File: config.mk
export PLATFORM = sky130hd
export DESIGN_NAME = life_automaton_generation_core
export DESIGN_NICKNAME = d
export VERILOG_FILES = /design/src/rtl/lag_pkg.sv /design/src/rtl/life_automaton_generation_core.sv /design/src/rtl/lag_cell.sv
export SDC_FILE = /design/constraint.sdc
export NUM_CORES = 1
export LEC_CHECK = 0
export ABC_AREA = 1
export BUFFER_PORTS_ARGS = -buffer_cell sky130_fd_sc_hd__buf_2
export CAP_MARGIN = 20
export CORE_MARGIN = 2
export CORE_UTILIZATION = 39
export CTS_BUF_LIST = sky130_fd_sc_hd__clkbuf_8 sky130_fd_sc_hd__clkbuf_16
export CTS_CLUSTER_SIZE = 20
export DETAILED_ROUTE_END_ITERATION = 8
export GPL_ROUTABILITY_DRIVEN = 0
export HOLD_SLACK_MARGIN = 0.12
export MAX_ROUTING_LAYER = met4
export PLACE_DENSITY = 0.6
export SETUP_SLACK_MARGIN = 0.2
export SLEW_MARGIN = 20
export SYNTH_ARGS = -nofsm -noshare
export SYNTH_HDL_FRONTEND = slang
export SYNTH_SLANG_ARGS = --single-unit
export TNS_END_PERCENT = 30
File: constraint.sdc
create_clock -name aclk -period 12.79 [get_ports aclk]
set_input_delay 3.1975 -clock aclk [delete_from_list [all_inputs] [get_ports aclk]]
set_output_delay 3.1975 -clock aclk [all_outputs]
set_load 0.01 [all_outputs]
File: src/rtl/lag_pkg.sv
`timescale 1ns / 1ps

package lag_pkg;

    localparam int GRID_ROWS_W = 12;
    localparam int GRID_COLS_W = 6;
    localparam int CFG_DATA_W  = 12;
    localparam int CELL_W      = 2;

    localparam logic [GRID_ROWS_W-1:0] GRID_ROWS_RESET = 12'd32;
    localparam logic [GRID_COLS_W-1:0] GRID_COLS_RESET = 6'd32;

    // register indexes on the configuration port
    localparam logic REG_GRID_ROWS = 1'b0;
    localparam logic REG_GRID_COLS = 1'b1;

    // cell codes
    localparam logic [CELL_W-1:0] CELL_EMPTY = 2'd0;
    localparam logic [CELL_W-1:0] CELL_WALL  = 2'd1;

    // live bits one column shows to its neighbors
    typedef struct packed {
        logic above;
        logic current;
        logic incoming;
    } live_t;

    // controls broadcast to every column
    typedef struct packed {
        logic shift;
        logic have_above;
        logic have_below;
    } cell_ctl_t;

endpackage

File: src/rtl/life_automaton_generation_core.sv
`timescale 1ns / 1ps

// Streaming B3/S23 Life generator over a grid sent in raster order, one cell per
// beat. Each column is a small cell holding three rows (above, current, incoming)
// that trades live bits with its two neighbors; results come out one row plus one
// cell behind the input, through a single output register. Inside a row one input
// beat is taken every clock while the output register can load. Past the first row,
// the beat that ends a row yields two results; the beat that ends a frame also
// flushes the last row, one result per column, and takes no input before the last
// flush step. One result leaves per clock at most.
module life_automaton_generation_core #(
    parameter int MAX_COLS = 32
) (
    input  logic                                 aclk,
    input  logic                                 aresetn,
    input  logic                                 cfg_wr_en,
    input  logic                                 cfg_addr,
    input  logic [lag_pkg::CFG_DATA_W-1:0]       cfg_wdata,
    input  logic                                 s_valid,
    output logic                                 s_ready,
    input  logic [lag_pkg::CELL_W-1:0]           s_cell_in,
    output logic                                 m_valid,
    input  logic                                 m_ready,
    output logic [lag_pkg::CELL_W-1:0]           m_cell_out,
    output logic                                 m_run_last,
    output logic                                 m_frame_end
);

    localparam int CW = $clog2(MAX_COLS);
    localparam logic [lag_pkg::GRID_COLS_W-1:0] MAXC = lag_pkg::GRID_COLS_W'(MAX_COLS);

    // configuration
    logic [lag_pkg::GRID_ROWS_W-1:0] grid_rows_reg;
    logic [lag_pkg::GRID_COLS_W-1:0] grid_cols_reg;
    logic [lag_pkg::GRID_ROWS_W-1:0] rows_m1;
    logic [lag_pkg::GRID_COLS_W-1:0] cols;
    logic [lag_pkg::GRID_COLS_W-1:0] cols_m1;

    // raster position
    logic [lag_pkg::GRID_ROWS_W-1:0] row_reg;
    logic [CW-1:0]                   col_reg;
    logic [lag_pkg::GRID_ROWS_W-1:0] r_used;
    logic [lag_pkg::GRID_COLS_W-1:0] c_used;
    logic [CW-1:0]                   c_idx;
    logic                            row_end;
    logic                            frame_last;
    logic                            accept;

    // pending work of the last accepted beat
    logic          job_a_reg, job_a_next;
    logic          job_b_reg, job_b_next;
    logic          job_shift_reg, job_shift_next;
    logic          job_flush_reg, job_flush_next;
    logic          job_above_reg;
    logic [CW-1:0] idx_a_reg;
    logic [CW-1:0] flush_cnt_reg, flush_cnt_next;
    logic          job_valid;
    logic          do_a, do_b, do_shift, do_flush, do_emit;
    logic          flush_done;
    logic          job_last_step;
    logic          out_can_load;
    logic          step_go;

    // output register
    logic                        m_valid_reg;
    logic [lag_pkg::CELL_W-1:0]  m_cell_out_reg;
    logic                        m_run_last_reg;
    logic                        m_frame_end_reg;

    // column row
    lag_pkg::cell_ctl_t         ctl;
    lag_pkg::live_t             live_w [MAX_COLS];
    logic [lag_pkg::CELL_W-1:0] next_w [MAX_COLS];
    logic [CW-1:0]              sel_idx;
    logic [lag_pkg::CELL_W-1:0] sel_cell;

    always_ff @(posedge aclk) begin
        if (!aresetn) begin
            grid_rows_reg <= lag_pkg::GRID_ROWS_RESET;
            grid_cols_reg <= lag_pkg::GRID_COLS_RESET;
        end else if (cfg_wr_en) begin
            case (cfg_addr)
                lag_pkg::REG_GRID_ROWS: grid_rows_reg <= cfg_wdata;
                lag_pkg::REG_GRID_COLS: grid_cols_reg <= cfg_wdata[lag_pkg::GRID_COLS_W-1:0];
                default: ;
            endcase
        end
    end

    // sizes clamped to their legal range
    always_comb begin
        if (grid_cols_reg < 6'd2) begin
            cols = 6'd2;
        end else if (grid_cols_reg > MAXC) begin
            cols = MAXC;
        end else begin
            cols = grid_cols_reg;
        end
        cols_m1 = cols - 6'd1;
        rows_m1 = (grid_rows_reg < 12'd2) ? 12'd1 : (grid_rows_reg - 12'd1);
    end

    // position clamped to the current size
    assign c_used     = (lag_pkg::GRID_COLS_W'(col_reg) > cols_m1) ? cols_m1
                                                                  : lag_pkg::GRID_COLS_W'(col_reg);
    assign r_used     = (row_reg > rows_m1) ? rows_m1 : row_reg;
    assign c_idx      = c_used[CW-1:0];
    assign row_end    = (c_used == cols_m1);
    assign frame_last = row_end && (r_used == rows_m1);
    assign accept     = s_valid && s_ready;

    always_ff @(posedge aclk) begin
        if (!aresetn) begin
            row_reg <= '0;
            col_reg <= '0;
        end else if (accept) begin
            if (row_end) begin
                col_reg <= '0;
                row_reg <= frame_last ? '0 : (r_used + 12'd1);
            end else begin
                col_reg <= c_idx + CW'(1);
                row_reg <= r_used;
            end
        end
    end

    // step order: left neighbor result, row end result with row hand-over, flush
    assign job_valid     = job_a_reg || job_b_reg || job_shift_reg || job_flush_reg;
    assign do_a          = job_a_reg;
    assign do_b          = !job_a_reg && job_b_reg;
    assign do_shift      = !job_a_reg && job_shift_reg;
    assign do_flush      = !job_a_reg && !job_b_reg && !job_shift_reg && job_flush_reg;
    assign do_emit       = do_a || do_b || do_flush;
    assign flush_done    = (flush_cnt_reg == cols_m1[CW-1:0]);
    assign job_last_step = (do_a && !job_b_reg && !job_shift_reg)
                         || (do_shift && !job_flush_reg)
                         || (do_flush && flush_done);
    assign out_can_load  = !m_valid_reg || m_ready;
    assign step_go       = job_valid && (!do_emit || out_can_load);
    assign s_ready       = !job_valid || (step_go && job_last_step);

    always_comb begin
        job_a_next     = job_a_reg;
        job_b_next     = job_b_reg;
        job_shift_next = job_shift_reg;
        job_flush_next = job_flush_reg;
        flush_cnt_next = flush_cnt_reg;
        if (step_go) begin
            if (do_a) begin
                job_a_next = 1'b0;
            end
            if (do_b) begin
                job_b_next = 1'b0;
            end
            if (do_shift) begin
                job_shift_next = 1'b0;
            end
            if (do_flush) begin
                flush_cnt_next = flush_cnt_reg + CW'(1);
                if (flush_done) begin
                    job_flush_next = 1'b0;
                end
            end
        end
        if (accept) begin
            job_a_next     = (r_used != 12'd0) && (c_used != 6'd0);
            job_b_next     = (r_used != 12'd0) && row_end;
            job_shift_next = row_end;
            job_flush_next = frame_last;
            flush_cnt_next = '0;
        end
    end

    always_ff @(posedge aclk) begin
        if (!aresetn) begin
            job_a_reg     <= 1'b0;
            job_b_reg     <= 1'b0;
            job_shift_reg <= 1'b0;
            job_flush_reg <= 1'b0;
            flush_cnt_reg <= '0;
        end else begin
            job_a_reg     <= job_a_next;
            job_b_reg     <= job_b_next;
            job_shift_reg <= job_shift_next;
            job_flush_reg <= job_flush_next;
            flush_cnt_reg <= flush_cnt_next;
        end
    end

    always_ff @(posedge aclk) begin
        if (accept) begin
            job_above_reg <= (r_used >= 12'd2);
            idx_a_reg     <= c_idx - CW'(1);
        end
    end

    assign ctl.shift      = step_go && do_shift;
    assign ctl.have_above = do_flush ? 1'b1 : job_above_reg;
    assign ctl.have_below = !do_flush;

    genvar x;
    generate
        for (x = 0; x < MAX_COLS; x++) begin : g_col
            lag_pkg::live_t left_live;
            lag_pkg::live_t right_live;
            logic           in_range;

            if (x == 0) begin : g_first
                assign left_live = '0;
            end else begin : g_mid_l
                assign left_live = live_w[x-1];
            end
            if (x == MAX_COLS - 1) begin : g_last
                assign right_live = '0;
            end else begin : g_mid_r
                assign right_live = live_w[x+1];
            end
            assign in_range = (7'(x) < 7'(cols));

            lag_cell u_cell (
                .aclk       (aclk),
                .aresetn    (aresetn),
                .wr_en      (accept && (c_idx == CW'(x))),
                .wr_cell    (s_cell_in),
                .ctl        (ctl),
                .in_range   (in_range),
                .left_live  (left_live),
                .right_live (right_live),
                .live       (live_w[x]),
                .next_cell  (next_w[x])
            );
        end
    endgenerate

    always_comb begin
        if (do_a) begin
            sel_idx = idx_a_reg;
        end else if (do_b) begin
            sel_idx = cols_m1[CW-1:0];
        end else begin
            sel_idx = flush_cnt_reg;
        end
    end
    assign sel_cell = next_w[sel_idx];

    always_ff @(posedge aclk) begin
        if (!aresetn) begin
            m_valid_reg <= 1'b0;
        end else if (step_go && do_emit) begin
            m_valid_reg <= 1'b1;
        end else if (m_ready) begin
            m_valid_reg <= 1'b0;
        end
    end

    always_ff @(posedge aclk) begin
        if (step_go && do_emit) begin
            m_cell_out_reg  <= sel_cell;
            m_run_last_reg  <= job_last_step;
            m_frame_end_reg <= do_flush && flush_done;
        end
    end

    assign m_valid     = m_valid_reg;
    assign m_cell_out  = m_cell_out_reg;
    assign m_run_last  = m_run_last_reg;
    assign m_frame_end = m_frame_end_reg;

`ifndef SYNTHESIS
    // row end result always comes with the row hand-over
    a_b_with_shift: assert property (@(posedge aclk) disable iff (!aresetn)
        job_b_reg |-> job_shift_reg)
        else $error("row end result pending without row hand-over");

    // flush runs only after the row results are out
    a_flush_alone: assert property (@(posedge aclk) disable iff (!aresetn)
        (job_flush_reg && !job_shift_reg) |-> (!job_a_reg && !job_b_reg))
        else $error("flush overlaps row results");

    // a result step always lands in the output register
    a_emit_lands: assert property (@(posedge aclk) disable iff (!aresetn)
        (step_go && do_emit) |=> m_valid_reg)
        else $error("result step lost");

    // the frame's final cell closes its beat's run
    a_frame_end_last: assert property (@(posedge aclk) disable iff (!aresetn)
        (m_valid_reg && m_frame_end_reg) |-> m_run_last_reg)
        else $error("frame end without run last");

    // no input is taken before the last flush step of the last row
    a_no_accept_flush: assert property (@(posedge aclk) disable iff (!aresetn)
        (do_flush && !flush_done) |-> !s_ready)
        else $error("input taken during flush");
`endif

endmodule

File: src/rtl/lag_cell.sv
`timescale 1ns / 1ps

module lag_cell (
    input  logic                         aclk,
    input  logic                         aresetn,
    input  logic                         wr_en,
    input  logic [lag_pkg::CELL_W-1:0]   wr_cell,
    input  lag_pkg::cell_ctl_t           ctl,
    input  logic                         in_range,
    input  lag_pkg::live_t               left_live,
    input  lag_pkg::live_t               right_live,
    output lag_pkg::live_t               live,
    output logic [lag_pkg::CELL_W-1:0]   next_cell
);

    logic [lag_pkg::CELL_W-1:0] above_reg;
    logic [lag_pkg::CELL_W-1:0] current_reg;
    logic [lag_pkg::CELL_W-1:0] incoming_reg;
    logic [3:0]                 count;
    logic                       ha;
    logic                       hb;
    logic                       self_above;
    logic                       self_incoming;

    always_ff @(posedge aclk) begin
        if (!aresetn) begin
            above_reg    <= lag_pkg::CELL_EMPTY;
            current_reg  <= lag_pkg::CELL_EMPTY;
            incoming_reg <= lag_pkg::CELL_EMPTY;
        end else begin
            // row hand-over: the incoming row keeps its contents
            if (ctl.shift) begin
                above_reg   <= current_reg;
                current_reg <= incoming_reg;
            end
            if (wr_en) begin
                incoming_reg <= wr_cell;
            end
        end
    end

    assign live.above    = in_range && (above_reg == lag_pkg::CELL_WALL);
    assign live.current  = in_range && (current_reg == lag_pkg::CELL_WALL);
    assign live.incoming = in_range && (incoming_reg == lag_pkg::CELL_WALL);

    assign ha            = ctl.have_above;
    assign hb            = ctl.have_below;
    assign self_above    = live.above;
    assign self_incoming = live.incoming;

    assign count = 4'(left_live.above & ha) + 4'(self_above & ha) + 4'(right_live.above & ha)
                 + 4'(left_live.incoming & hb) + 4'(self_incoming & hb)
                 + 4'(right_live.incoming & hb)
                 + 4'(left_live.current) + 4'(right_live.current);

    always_comb begin
        case (current_reg)
            lag_pkg::CELL_WALL:
                next_cell = (count == 4'd2 || count == 4'd3) ? lag_pkg::CELL_WALL
                                                             : lag_pkg::CELL_EMPTY;
            lag_pkg::CELL_EMPTY:
                next_cell = (count == 4'd3) ? lag_pkg::CELL_WALL : lag_pkg::CELL_EMPTY;
            default:
                next_cell = current_reg;  // markers and unused code pass through
        endcase
    end

endmodule
==> results of run 1 <==
-- metal layers --
layer	routed length [microns]	vias to the layer above	global-route usage [%]
met5	0	-	-
met2	24200	454	35.5
met1	25100	7963	30.5
met4	1510	0	6.34
met3	3210	101	3.02
li1	-	8346	-
-- power breakdown --
group / leakage [nW] / switching, mW / total [mW] / internal, mW
logic: 6.67 / 0.135 / 0.181 / 0.0455
registers: 2.00 / 0.00798 / 0.792 / 0.784
clock network: 0.537 / 0.361 / 0.912 / 0.552
total: 9.21 / 0.504 / 1.89 / 1.38
-- critical path: cells and delay by family --
family	cells	cell delay, ns
AOI/OAI and AO/OA	1	0.19
buffers and inverters	2	0.24
and+or+nand+nor	3	0.43
-- stage by stage --
stage / area [sq um] / hold WS, ns / power, mW / worst slack (ns)
floorplan: 18600 / 0.430 / 0.927 / 5.92
detailed placement: 19200 / 0.445 / 0.986 / 5.56
global route: 20300 / 0.471 / 1.95 / 5.44
global placement: 19200 / 0.440 / 0.983 / 5.60
finish: 20300 / 0.454 / 1.89 / 5.53
CTS: 20300 / 0.453 / 1.89 / 5.54
-- kinds of logic after synthesis --
kind of cell	share of synthesized area, %
adders and majority gates	21.5
DFF	27.2
and+or+nand+nor	24.2
AOI/OAI and AO/OA	13.7
xor gates and xnor gates	0.378
buffers and inverters	13.1
-- cells in the final DEF (no fill, tap or decap), drive strengths merged, types with 8 or more instances in the layout --
cell and instances:
o22ai 8, dfxtp 237, nand4 43, clkbuf 41, nand2 432, nand3b 9, o211ai 13, edfxtp 10
inv 540, nor4 60, ha 124, nand3 209, fa 122, nor3 42, xor2 8, clkinv 10
buf 44, o311ai 9, o21ai 196, a21oi 247, nor2 192
-- worst paths after layout --
check        slack [ns]                                  startpoint                                         end
max                5.53                                     m_ready                                     s_ready
min                0.45  g_col[31].u_cell.above_reg[1]$_SDFFE_PN0P_  g_col[31].u_cell.above_reg[1]$_SDFFE_PN0P_
max reg2reg        6.25               grid_cols_reg[5]$_SDFFE_PN1P_                     m_cell_out[0]$_DFFE_PP_
min reg2reg        0.45  g_col[31].u_cell.above_reg[1]$_SDFFE_PN0P_  g_col[31].u_cell.above_reg[1]$_SDFFE_PN0P_
-- final cells by class --
cell class              instances  area (sq um)
clock inverters                17           168
clock buffers                  40           900
well taps                     607           759
repair buffers                 45           295
fillers                      4802         26400
flip-flops and latches        247          5040
inverters                     539          2030
multi-input cells            1723         11100
==> flow_summary_export.csv, run 1 <==
group,metric,value,unit
sta,rsz0062_at_grt,"no",
global_route,grt_max_degree,104,
die,die-width,222,microns
cts,clkLatencyLatePin,0.57,ns
global_route,grt_pass1_vias,16400,
setup_path,crit_slowest_cell,"o21ai_0",
flow_run,maxCapViolCount,0,
die,initial_core_util,39.7,%
synthesis,yosysMostFrequentCell,"inv_1",
cts,cts.clk_slew.worst_paths,0.05,ns
global_route,grtUsageTotal,22.6,%
synthesis,synth_enable_flop_cells,10,
placement,dp_hpwl,39200,microns
sta,maxSlewHeadroom,27.2,%
setup_path,required,9.59,ns
cts,cts_tree,"done",
drt,viasPerCell,5.24,
synthesis,synth_common_cells,"inv_1 (528), nand2_1 (413), a21oi_1 (245), dfxtp_1 (237), nand3_1 (207)",
setup_path,arrival,4.06,ns
synthesis,synth.distinct_cells,45,
sta,hold_viol_final,0,
cts,cts_made_buffers,31,
global_route,grt-ovfl-total,0,
drt,ant_nets,0,
synthesis,avgSynthCellArea,7.12,sq um
placement,dp.cells,3159,
layout,drive_gt1_share,5.97,%
worst_hold_path,hold_path.class,"reg -> reg",
drt,drt_wl_total,54100,microns
synthesis,synth_ff_type,"dfxtp_1",
cts,postCtsSetupRepairBufs,0,
global_route,antenna_found_initial,0,
synthesis,yosys-top-cells-area,"dfxtp_1 (26%), fa_1 (13%), inv_1 (11%), ha_1 (8.4%), nand2_1 (8.4%)",
layout,area_growth,9.51,%
layout,instances_no_fill,3218,
drt,wl_per_cell,16.8,microns
synthesis,yosysTopAreaCell,"dfxtp_1",
die,dieHeight,222,microns
drt,drt_pass1_iterations,6,
sta,clock.fmax,138,MHz
layout,nNetsFinal,2853,
pwr,max-vdd-ir-drop,0.0926,mV
sta,final-setup-viol-count,0,
die,dieArea,49300,sq um
die,row_count,79,
synthesis,synthesis.instances,2605,
sta,post-route-period-util,56.8,%
cts,clkSinkCount,247,
placement,port-buffer-count,25,
sta,layout_min_cycle_time,7.26,ns
global_route,grt_first_pass_wirelength,87700,microns
pwr,leakage,9.21,nW
synthesis,yosysWarningCount,0,
layout,diodes,0,
sta,slew_violations,0,
sta,finClkSkew,0.00749,ns
layout,final_util,43.5,%
die,core,46800,sq um
status,status,"finished, final reports clean",
die,ios,26,
setup_path,path_cells,"buf_2, nor2_1, o21ai_0, nand2_1, nand2_4, buf_2",
cts,cts_max_path_buffers,3,
pwr,power_density,92.8,nW/um^2
synthesis,synth-seq-cells,247,
setup_path,cpMostUsedCell,"buf_2",
setup_path,critPathCaptureType,"output pin",
drt,vias,16900,
drt,drt_iter0_drc,1227,
cts,root_buffer,"clkbuf_16",
cts,postCtsHoldBufs,0,
sta,setup_tns,0,ns
synthesis,synth_nets,2871,
setup_path,critical_path_class,"in -> out",
setup_path,ff2ff_path_depth,23,
cts,cts_resized,0,
sta,worstMarginPinSlew,1.09,ns
synthesis,seq_area_frac_synth,27.2,%
worst_hold_path,min_delay_path_depth,2,
cts,cts.htree.levels,1,
synthesis,async_reset_ff_share,0,%
setup_path,cp_max_fo,3,
setup_path,start_kind,"input pin",
synthesis,syn_area,18600,sq um
synthesis,synth_top_area_share,25.6,%
drt,remaining_drc_errors,0,
setup_path,crit_path_max_incr_delay,0.19,ns
No activity file was read; power rests on OpenSTA's default activity.
==> run 2, diff against run 1 <==
--- a/config.mk
+++ b/config.mk
@@ -5,7 +5,7 @@
 export SDC_FILE = /design/constraint.sdc
 export NUM_CORES = 1
 export LEC_CHECK = 0
-export ABC_AREA = 1
+export ABC_AREA = 0
 export BUFFER_PORTS_ARGS = -buffer_cell sky130_fd_sc_hd__buf_2
 export CAP_MARGIN = 20
 export CORE_MARGIN = 2
@@ -16,7 +16,7 @@
 export GPL_ROUTABILITY_DRIVEN = 0
 export HOLD_SLACK_MARGIN = 0.12
 export MAX_ROUTING_LAYER = met4
-export PLACE_DENSITY = 0.6
+export PLACE_DENSITY = 0.62
 export SETUP_SLACK_MARGIN = 0.2
 export SLEW_MARGIN = 20
 export SYNTH_ARGS = -nofsm -noshare
==> constraint.sdc (replaced) <==
create_clock -name aclk -period 6.65 [get_ports aclk]
set_input_delay 1.6625 -clock aclk [delete_from_list [all_inputs] [get_ports aclk]]
set_output_delay 1.6625 -clock aclk [all_outputs]
set_load 0.01 [all_outputs]
==> run 2 against run 1 <==
  * Worst hold slack improved by 0.0091 ns
  * Synthesized cell count decreased by 13%
  * Die area increased by 0.67%
  * Largest cell class unchanged
  * Largest power group unchanged
  * Highest routed layer unchanged
==> flow_summary_export.csv, run 2 <==
group,metric,value,unit
synthesis,yosysWarningCount,0,
setup_path,start_kind,"register",
synthesis,synth_adder_area_share,21.4,%
setup_path,critPathCaptureType,"register",
die,die-width,223,microns
pwr,internal-power,2.58,mW
setup_path,critical_path_class,"reg -> reg",
layout,drive_gt1_share,7.71,%
global_route,antenna_found_initial,0,
placement,port-buffer-count,25,
global_route,grt-ovfl-total,0,
sta,hold_viol_final,0,
pwr,power_frac_comb,8.0,%
drt,drt_wl_total,51700,microns
drt,drt_pass1_iterations,5,
die,ios,26,
die,dieArea,49700,sq um
sta,rsz0062_at_grt,"no",
drt,vias,15900,
global_route,grtUsageTotal,21.5,%
synthesis,synthSimpleGateAreaFrac,20.7,%
layout,final_util,43.0,%
sta,setup_tns,0,ns
synthesis,seq_area_frac_synth,27.0,%
layout,area_growth,9.48,%
setup_path,required,6.96,ns
drt,wl_per_cell,18.1,microns
pwr,power_switching,0.859,mW
synthesis,synth_mux_area_share,2.44,%
setup_path,crit_slowest_cell,"or4_4",
pwr,clkPwrFrac,47.9,%
worst_hold_path,hold_path.class,"reg -> reg",
setup_path,timing.rr.end,"m_cell_out[0]$_DFFE_PP_",
layout,diodes,0,
pwr,power_density,168,nW/um^2
cts,cts.clk_slew.worst_paths,0.06,ns
synthesis,yosys-top-cells-area,"dfxtp_1 (25%), fa_1 (13%), ha_1 (8.3%), nand2_1 (8.0%), a21boi_0 (5.9%)",
sta,layout_min_cycle_time,6.16,ns
global_route,grt_pass1_vias,15600,
layout,nNetsFinal,2487,
setup_path,path_cells,"or4_4, nand2_1, inv_1, ha_1, buf_4, or2_2, a21oi_1, or4b_2, inv_1, fa_1, fa_1, inv_1, fa_1, inv_1, ha_1, fa_1, and3_1, o21ai_0, a21oi_1, mux2_2, mux2i_1, mux2i_1, o22ai_1, nor3b_1",
synthesis,synth_ff_type,"dfxtp_1",
setup_path,r2r_slack,0.49,ns
flow_run,maxCapViolCount,0,
pwr,max-vdd-ir-drop,0.187,mV
cts,postCtsSetupRepairBufs,0,
synthesis,yosysMostFrequentCell,"nand2_1",
worst_hold_path,min_delay_path_depth,2,
global_route,grt_first_pass_wirelength,83900,microns
pwr,swShare,25.0,%
setup_path,cp.depth,24,
cts,cts_made_buffers,29,
drt,ant_nets,0,
synthesis,synth_top_area_share,25.4,%
synthesis,synth_nets,2522,
sta,worstMarginPinSlew,1.10,ns
sta,slew_violations,0,
setup_path,crit_family,"adder cells",
status,status,"finished, final reports clean",
die,row_count,80,
pwr,leakage,8.66,nW
synthesis,synth_common_cells,"nand2_1 (400), dfxtp_1 (237), inv_1 (207), a21boi_0 (147), a21oi_1 (132)",
setup_path,crit_path_max_incr_delay,0.55,ns
cts,postCtsHoldBufs,0,
synthesis,synth_compound_area_share,19.5,%
synthesis,synth_top_family_by_area,"adder cells",
cts,cts_resized,0,
placement,dp_hpwl,38100,microns
setup_path,endpoint,"m_cell_out[0]$_DFFE_PP_",
sta,finClkSkew,0.0394,ns
layout,final_cell_mix,"nand2_1 (399), dfxtp_1 (237), inv_1 (214)",
die,initial_core_util,39.3,%
cts,cts_tree,"done",
synthesis,synthesis.instances,2256,
synthesis,avgSynthCellArea,8.28,sq um
global_route,grt_max_degree,122,
setup_path,crit_start,"grid_cols_reg[1]$_SDFFE_PN0P_",
die,core,47500,sq um
sta,clock.fmax,162,MHz
synthesis,async_reset_ff_share,0,%
setup_path,critPathBufInv,5,
drt,drt_iter0_drc,1073,
drt,remaining_drc_errors,0,
synthesis,synthXorXnorAreaFrac,2.14,%
cts,clkLatencyLatePin,0.59,ns
cts,clkSinkCount,247,
setup_path,reg2reg_from,"grid_cols_reg[1]$_SDFFE_PN0P_",
synthesis,synth-seq-cells,247,
pwr,seqPwrFrac,44.0,%
sta,final-setup-viol-count,0,
drt,viasPerCell,5.57,
synthesis,syn_area,18700,sq um
cts,cts_max_path_buffers,3,
die,dieHeight,223,microns
setup_path,ff2ff_path_depth,24,
setup_path,cp_max_fo,9,
sta,maxSlewHeadroom,26.8,%
synthesis,synth_enable_flop_cells,10,
cts,cts.htree.levels,1,
synthesis,yosysTopAreaCell,"dfxtp_1",
setup_path,arrival,6.46,ns
sta,post-route-period-util,92.6,%
synthesis,synth.distinct_cells,83,
cts,root_buffer,"clkbuf_16",
layout,final_common_cell,"nand2_1",
==> run 2: layout make-up <==
| class | count | area, sq um |
|---|---|---|
| clock inverters | 17 | 158 |
| clock buffers | 36 | 822 |
| fillers | 4667 | 27100 |
| inverters | 209 | 785 |
| flip-flops and latches | 247 | 5040 |
| well taps | 615 | 769 |
| multi-input cells | 1672 | 12500 |
| repair buffers | 62 | 418 |
==> run 2: power groups by stage <==
stage | logic, mW | registers, mW | clock network [mW]
floorplan | 0.192 | 1.54 | 0
global placement | 0.266 | 1.54 | 0
detailed placement | 0.271 | 1.55 | 0
CTS | 0.272 | 1.51 | 1.68
global route | 0.300 | 1.51 | 1.72
finish | 0.275 | 1.51 | 1.65
==> run 2: worst min-delay path by stage <==
stage                                                     from                                         end  slack [ns]
floorplan           g_col[17].u_cell.above_reg[1]$_SDFFE_PN0P_  g_col[17].u_cell.above_reg[1]$_SDFFE_PN0P_        0.44
finish               g_col[1].u_cell.above_reg[0]$_SDFFE_PN0P_   g_col[1].u_cell.above_reg[0]$_SDFFE_PN0P_        0.46
detailed placement   g_col[1].u_cell.above_reg[0]$_SDFFE_PN0P_   g_col[1].u_cell.above_reg[0]$_SDFFE_PN0P_        0.46
CTS                  g_col[1].u_cell.above_reg[0]$_SDFFE_PN0P_   g_col[1].u_cell.above_reg[0]$_SDFFE_PN0P_        0.46
global route        g_col[15].u_cell.above_reg[0]$_SDFFE_PN0P_  g_col[15].u_cell.above_reg[0]$_SDFFE_PN0P_        0.48
global placement     g_col[8].u_cell.above_reg[0]$_SDFFE_PN0P_   g_col[8].u_cell.above_reg[0]$_SDFFE_PN0P_        0.45
==> run 2: layer usage <==
metal / track usage [%] / part of all wire [%] / wire (microns) / up-vias
met4: 5.95 / 2.9 / 1490 / 0
met1: 28.2 / 45 / 23300 / 7835
met3: 2.77 / 5.4 / 2810 / 84
li1: - / - / - / 7624
met2: 34.9 / 47 / 24100 / 390
met5: - / 0 / 0 / -
==> run 2: cell families (layout without fill, tap and decap cells) <==
| group | after synthesis | in the layout |
|---|---|---|
| fa+ha+maj | 246 | 246 |
| simple gates | 785 | 785 |
| compound gates | 556 | 556 |
| xor+xnor | 41 | 41 |
| flops | 247 | 247 |
| buf+inv | 337 | 324 |
| mux | 44 | 44 |
==> run 2: tightest hold or removal path: stages (launching register included) <==
cell and delay [ns]:
dfxtp_1 0.30, nand2_1 0.04, a21boi_0 0.06
==> run 2: through the flow <==
stage	std cells	hold WS (ns)	setup slack [ns]	instance area (sq um)	total power [mW]
6_report	2858	0.463	0.494	20500	3.43
5_1_grt	2858	0.484	0.219	20500	3.54
4_1_cts	2858	0.464	0.320	20400	3.46
3_5_place_dp	2805	0.456	0.354	19400	1.82
3_3_place_gp	2805	0.449	0.501	19400	1.81
2_1_floorplan	2256	0.438	0.699	18700	1.73
==> run 3, diff against run 2 <==
--- a/config.mk
+++ b/config.mk
@@ -21,5 +21,6 @@
 export SLEW_MARGIN = 20
 export SYNTH_ARGS = -nofsm -noshare
 export SYNTH_HDL_FRONTEND = slang
+export SYNTH_HIERARCHICAL = 1
 export SYNTH_SLANG_ARGS = --single-unit
 export TNS_END_PERCENT = 30
==> constraint.sdc (replaced) <==
create_clock -name aclk -period 6.65 [get_ports aclk]
set_input_delay 0.3325 -clock aclk [delete_from_list [all_inputs] [get_ports aclk]]
set_output_delay 0.3325 -clock aclk [all_outputs]
set_load 0.01 [all_outputs]
==> run 3 against run 2 <==
  * Worst hold slack worse by 0.31 ns
  * Highest routed layer unchanged
  * Synthesized cell count down 7.3%
  * Routed wire length down 1.9%
==> flow_summary_export.csv, run 3 <==
group,metric,value,unit
status,status,"finished, final reports clean",
worst_hold_path,hold_path.class,"in -> reg",
global_route,antenna_found_initial,0,
pwr,fin_total_pwr,3.69,mW
setup_path,arrival,6.60,ns
pwr,clkPwrFrac,49.4,%
synthesis,yosys-top-cells-area,"dfxtp_1 (23%), fa_1 (13%), mux2i_1 (10%), ha_1 (7.8%), nor2b_1 (6.5%)",
drt,drt_pass1_iterations,5,
layout,final_util,42.8,%
die,core,51500,sq um
synthesis,synth_enable_flop_cells,10,
die,die-width,233,microns
pwr,internal-power,2.76,mW
synthesis,async_reset_ff_share,0,%
layout,diodes,0,
pwr,power_frac_comb,9.4,%
setup_path,ff2ff_path_depth,20,
setup_path,reg2reg_from,"grid_cols_reg[4]$_SDFFE_PN0P_",
global_route,grt-ovfl-total,0,
synthesis,synth_common_cells,"dfxtp_1 (237), nor2b_1 (212), mux2i_1 (210), and2_1 (209), fa_1 (128)",
global_route,grt_first_pass_wirelength,82900,microns
setup_path,critical_path_class,"reg -> reg",
drt,remaining_drc_errors,0,
sta,post-route-period-util,94.9,%
sta,final-setup-viol-count,0,
sta,layout_min_cycle_time,6.31,ns
placement,dp.cells,2639,
sta,rsz0062_at_grt,"no",
pwr,power_density,167,nW/um^2
setup_path,timing.rr.end,"m_cell_out[0]$_DFFE_PP_",
pwr,swShare,25.2,%
synthesis,yosysWarningCount,6,
synthesis,synth-seq-cells,247,
sta,slew_violations,0,
drt,drt_wl_total,50700,microns
sta,hold_viol_final,0,
global_route,grt_max_degree,129,
die,ios,26,
layout,nNetsFinal,2286,
layout,final_cell_mix,"dfxtp_1 (237), nor2b_1 (209), mux2i_1 (209), and2_1 (209), fa_1 (128)",
pwr,max-vdd-ir-drop,0.133,mV
layout,area_growth,8.08,%
worst_hold_path,min_delay_path_depth,3,
global_route,grtUsageTotal,19.6,%
sta,maxSlewHeadroom,21.8,%
synthesis,yosysTopAreaCell,"dfxtp_1",
cts,clkLatencyLatePin,0.55,ns
pwr,leakage,9.19,nW
sta,worstMarginPinSlew,1.17,ns
synthesis,synth_ff_type,"dfxtp_1",
synthesis,synth_top_area_share,23.2,%
synthesis,yosysMostFrequentCell,"dfxtp_1",
cts,clkSinkCount,247,
layout,instances_no_fill,2717,
pwr,power_switching,0.930,mW
cts,cts_made_buffers,34,
flow_run,maxCapViolCount,0,
die,dieArea,54200,sq um
placement,dp_hpwl,36400,microns
drt,ant_nets,0,
sta,setup_tns,0,ns
pwr,seqPwrFrac,41.2,%
die,initial_core_util,39.6,%
cts,cts_max_path_buffers,3,
setup_path,endpoint,"m_cell_out[0]$_DFFE_PP_",
drt,drt_iter0_drc,956,
placement,port-buffer-count,25,
synthesis,avgSynthCellArea,9.76,sq um
sta,finalHoldWorstSlack,0.156,ns
setup_path,crit_start,"grid_cols_reg[4]$_SDFFE_PN0P_",
setup_path,r2r_slack,0.34,ns
setup_path,cp_max_fo,16,
setup_path,critPathCaptureType,"register",
synthesis,synth.distinct_cells,88,
cts,cts_tree,"done",
drt,wl_per_cell,18.7,microns
layout,drive_gt1_share,8.79,%
setup_path,required,6.94,ns
synthesis,synthesis.instances,2091,
cts,cts.htree.levels,2,
cts,cts.clk_slew.worst_paths,0.06,ns
layout,final_common_cell,"dfxtp_1",
die,dieHeight,233,microns
sta,clock.fmax,158,MHz
drt,vias,14900,
global_route,grt_pass1_vias,15200,
synthesis,syn_area,20400,sq um
cts,root_buffer,"clkbuf_16",
sta,finClkSkew,0.0253,ns
die,row_count,83,
synthesis,seq_area_frac_synth,24.7,%
setup_path,start_kind,"register",
drt,viasPerCell,5.47,
run 3: changes by cell type in the layout (fill, tap and decap cells not counted), sizes merged, moves of 178 or more:
cell,change
a21boi,-178
and2,+202
inv,-179
mux2i,+178
nand2,-317
nor2b,+186
run 3: worst min-delay path by stage:
stage	from	to	slack, ns
final	m_ready	m_valid$_SDFFE_PN0P_	0.16
after global placement	grid_rows_reg[11]$_SDFFE_PN0P_	grid_rows_reg[11]$_SDFFE_PN0P_	0.49
after CTS	m_ready	m_valid$_SDFFE_PN0P_	0.12
after detailed placement	g_col[16].u_cell/above_reg[1]$_SDFFE_PN0P_	g_col[16].u_cell/above_reg[1]$_SDFFE_PN0P_	0.49
after floorplan	cfg_wdata[5]	grid_rows_reg[5]$_SDFFE_PN1P_	0.46
after global routing	m_ready	m_valid$_SDFFE_PN0P_	0.19
run 3: kinds of logic after synthesis:
logic type / synth area share [%]
DFF: 24.7
AOI/OAI and AO/OA: 8.40
buffers and inverters: 5.54
muxes: 12.2
xor gates and xnor gates: 1.53
other: 0.0184
adders and majority gates: 20.3
and+or+nand+nor: 27.2
run 3: critical path, cell delays in order, from the launching register on:
cell and delay [ns]:
dfxtp_1 0.34, buf_6 0.17, or4_4 0.58, nand2_4 0.13
inv_2 0.06, ha_4 0.18, or3_4 0.39, and3b_1 0.19
and2_1 0.18, fa_1 0.57, fa_1 0.45, fa_1 0.47
ha_1 0.25, fa_1 0.47, nand4b_1 0.11, a21oi_1 0.06
o32a_1 0.35, mux4_2 0.51, mux2i_1 0.17, a21oi_1 0.11
mux2_2 0.31
run 3: layer usage:
metal	global-route usage, %	routed length, microns	vias up
li1	-	-	7128
met1	25.4	23400	7372
met2	32.1	24300	277
met3	2.59	1750	82
met4	5.57	1350	0
met5	-	0	-
run 3: what timing repair did:
action / in CTS / in global routing
hold buffers: 14 / 0
endpoints found under the setup margin: 1 / 1
gates cloned: 0 / 0
pin swaps: 1 / 15
resized for setup: 8 / 35
endpoints found under the hold margin: 13 / 0
buffers inserted: 0 / 1
run 3: stage by stage:
stage          setup WS (ns)  area (sq um)
2_1_floorplan          0.240         20400
3_3_place_gp          0.0508         20600
3_5_place_dp          0.0453         20600
4_1_cts                0.216         21900
5_1_grt                0.198         22100
6_report               0.340         22100
run 3: power groups by stage:
stage	Clock (mW)	Combinational (mW)	Sequential, mW
floorplan	0	0.220	1.54
global placement	0	0.322	1.55
detailed placement	0	0.327	1.55
CTS	1.88	0.337	1.52
global route	1.92	0.379	1.52
finish	1.82	0.347	1.52
run 3: final cells by class:
cell class	count	area (sq um)
fillers	4949	29400
multi-input cells	1636	14400
flip-flops and latches	247	5040
clock buffers	44	1020
well taps	680	851
repair buffers	61	485
clock inverters	18	120
inverters	31	116
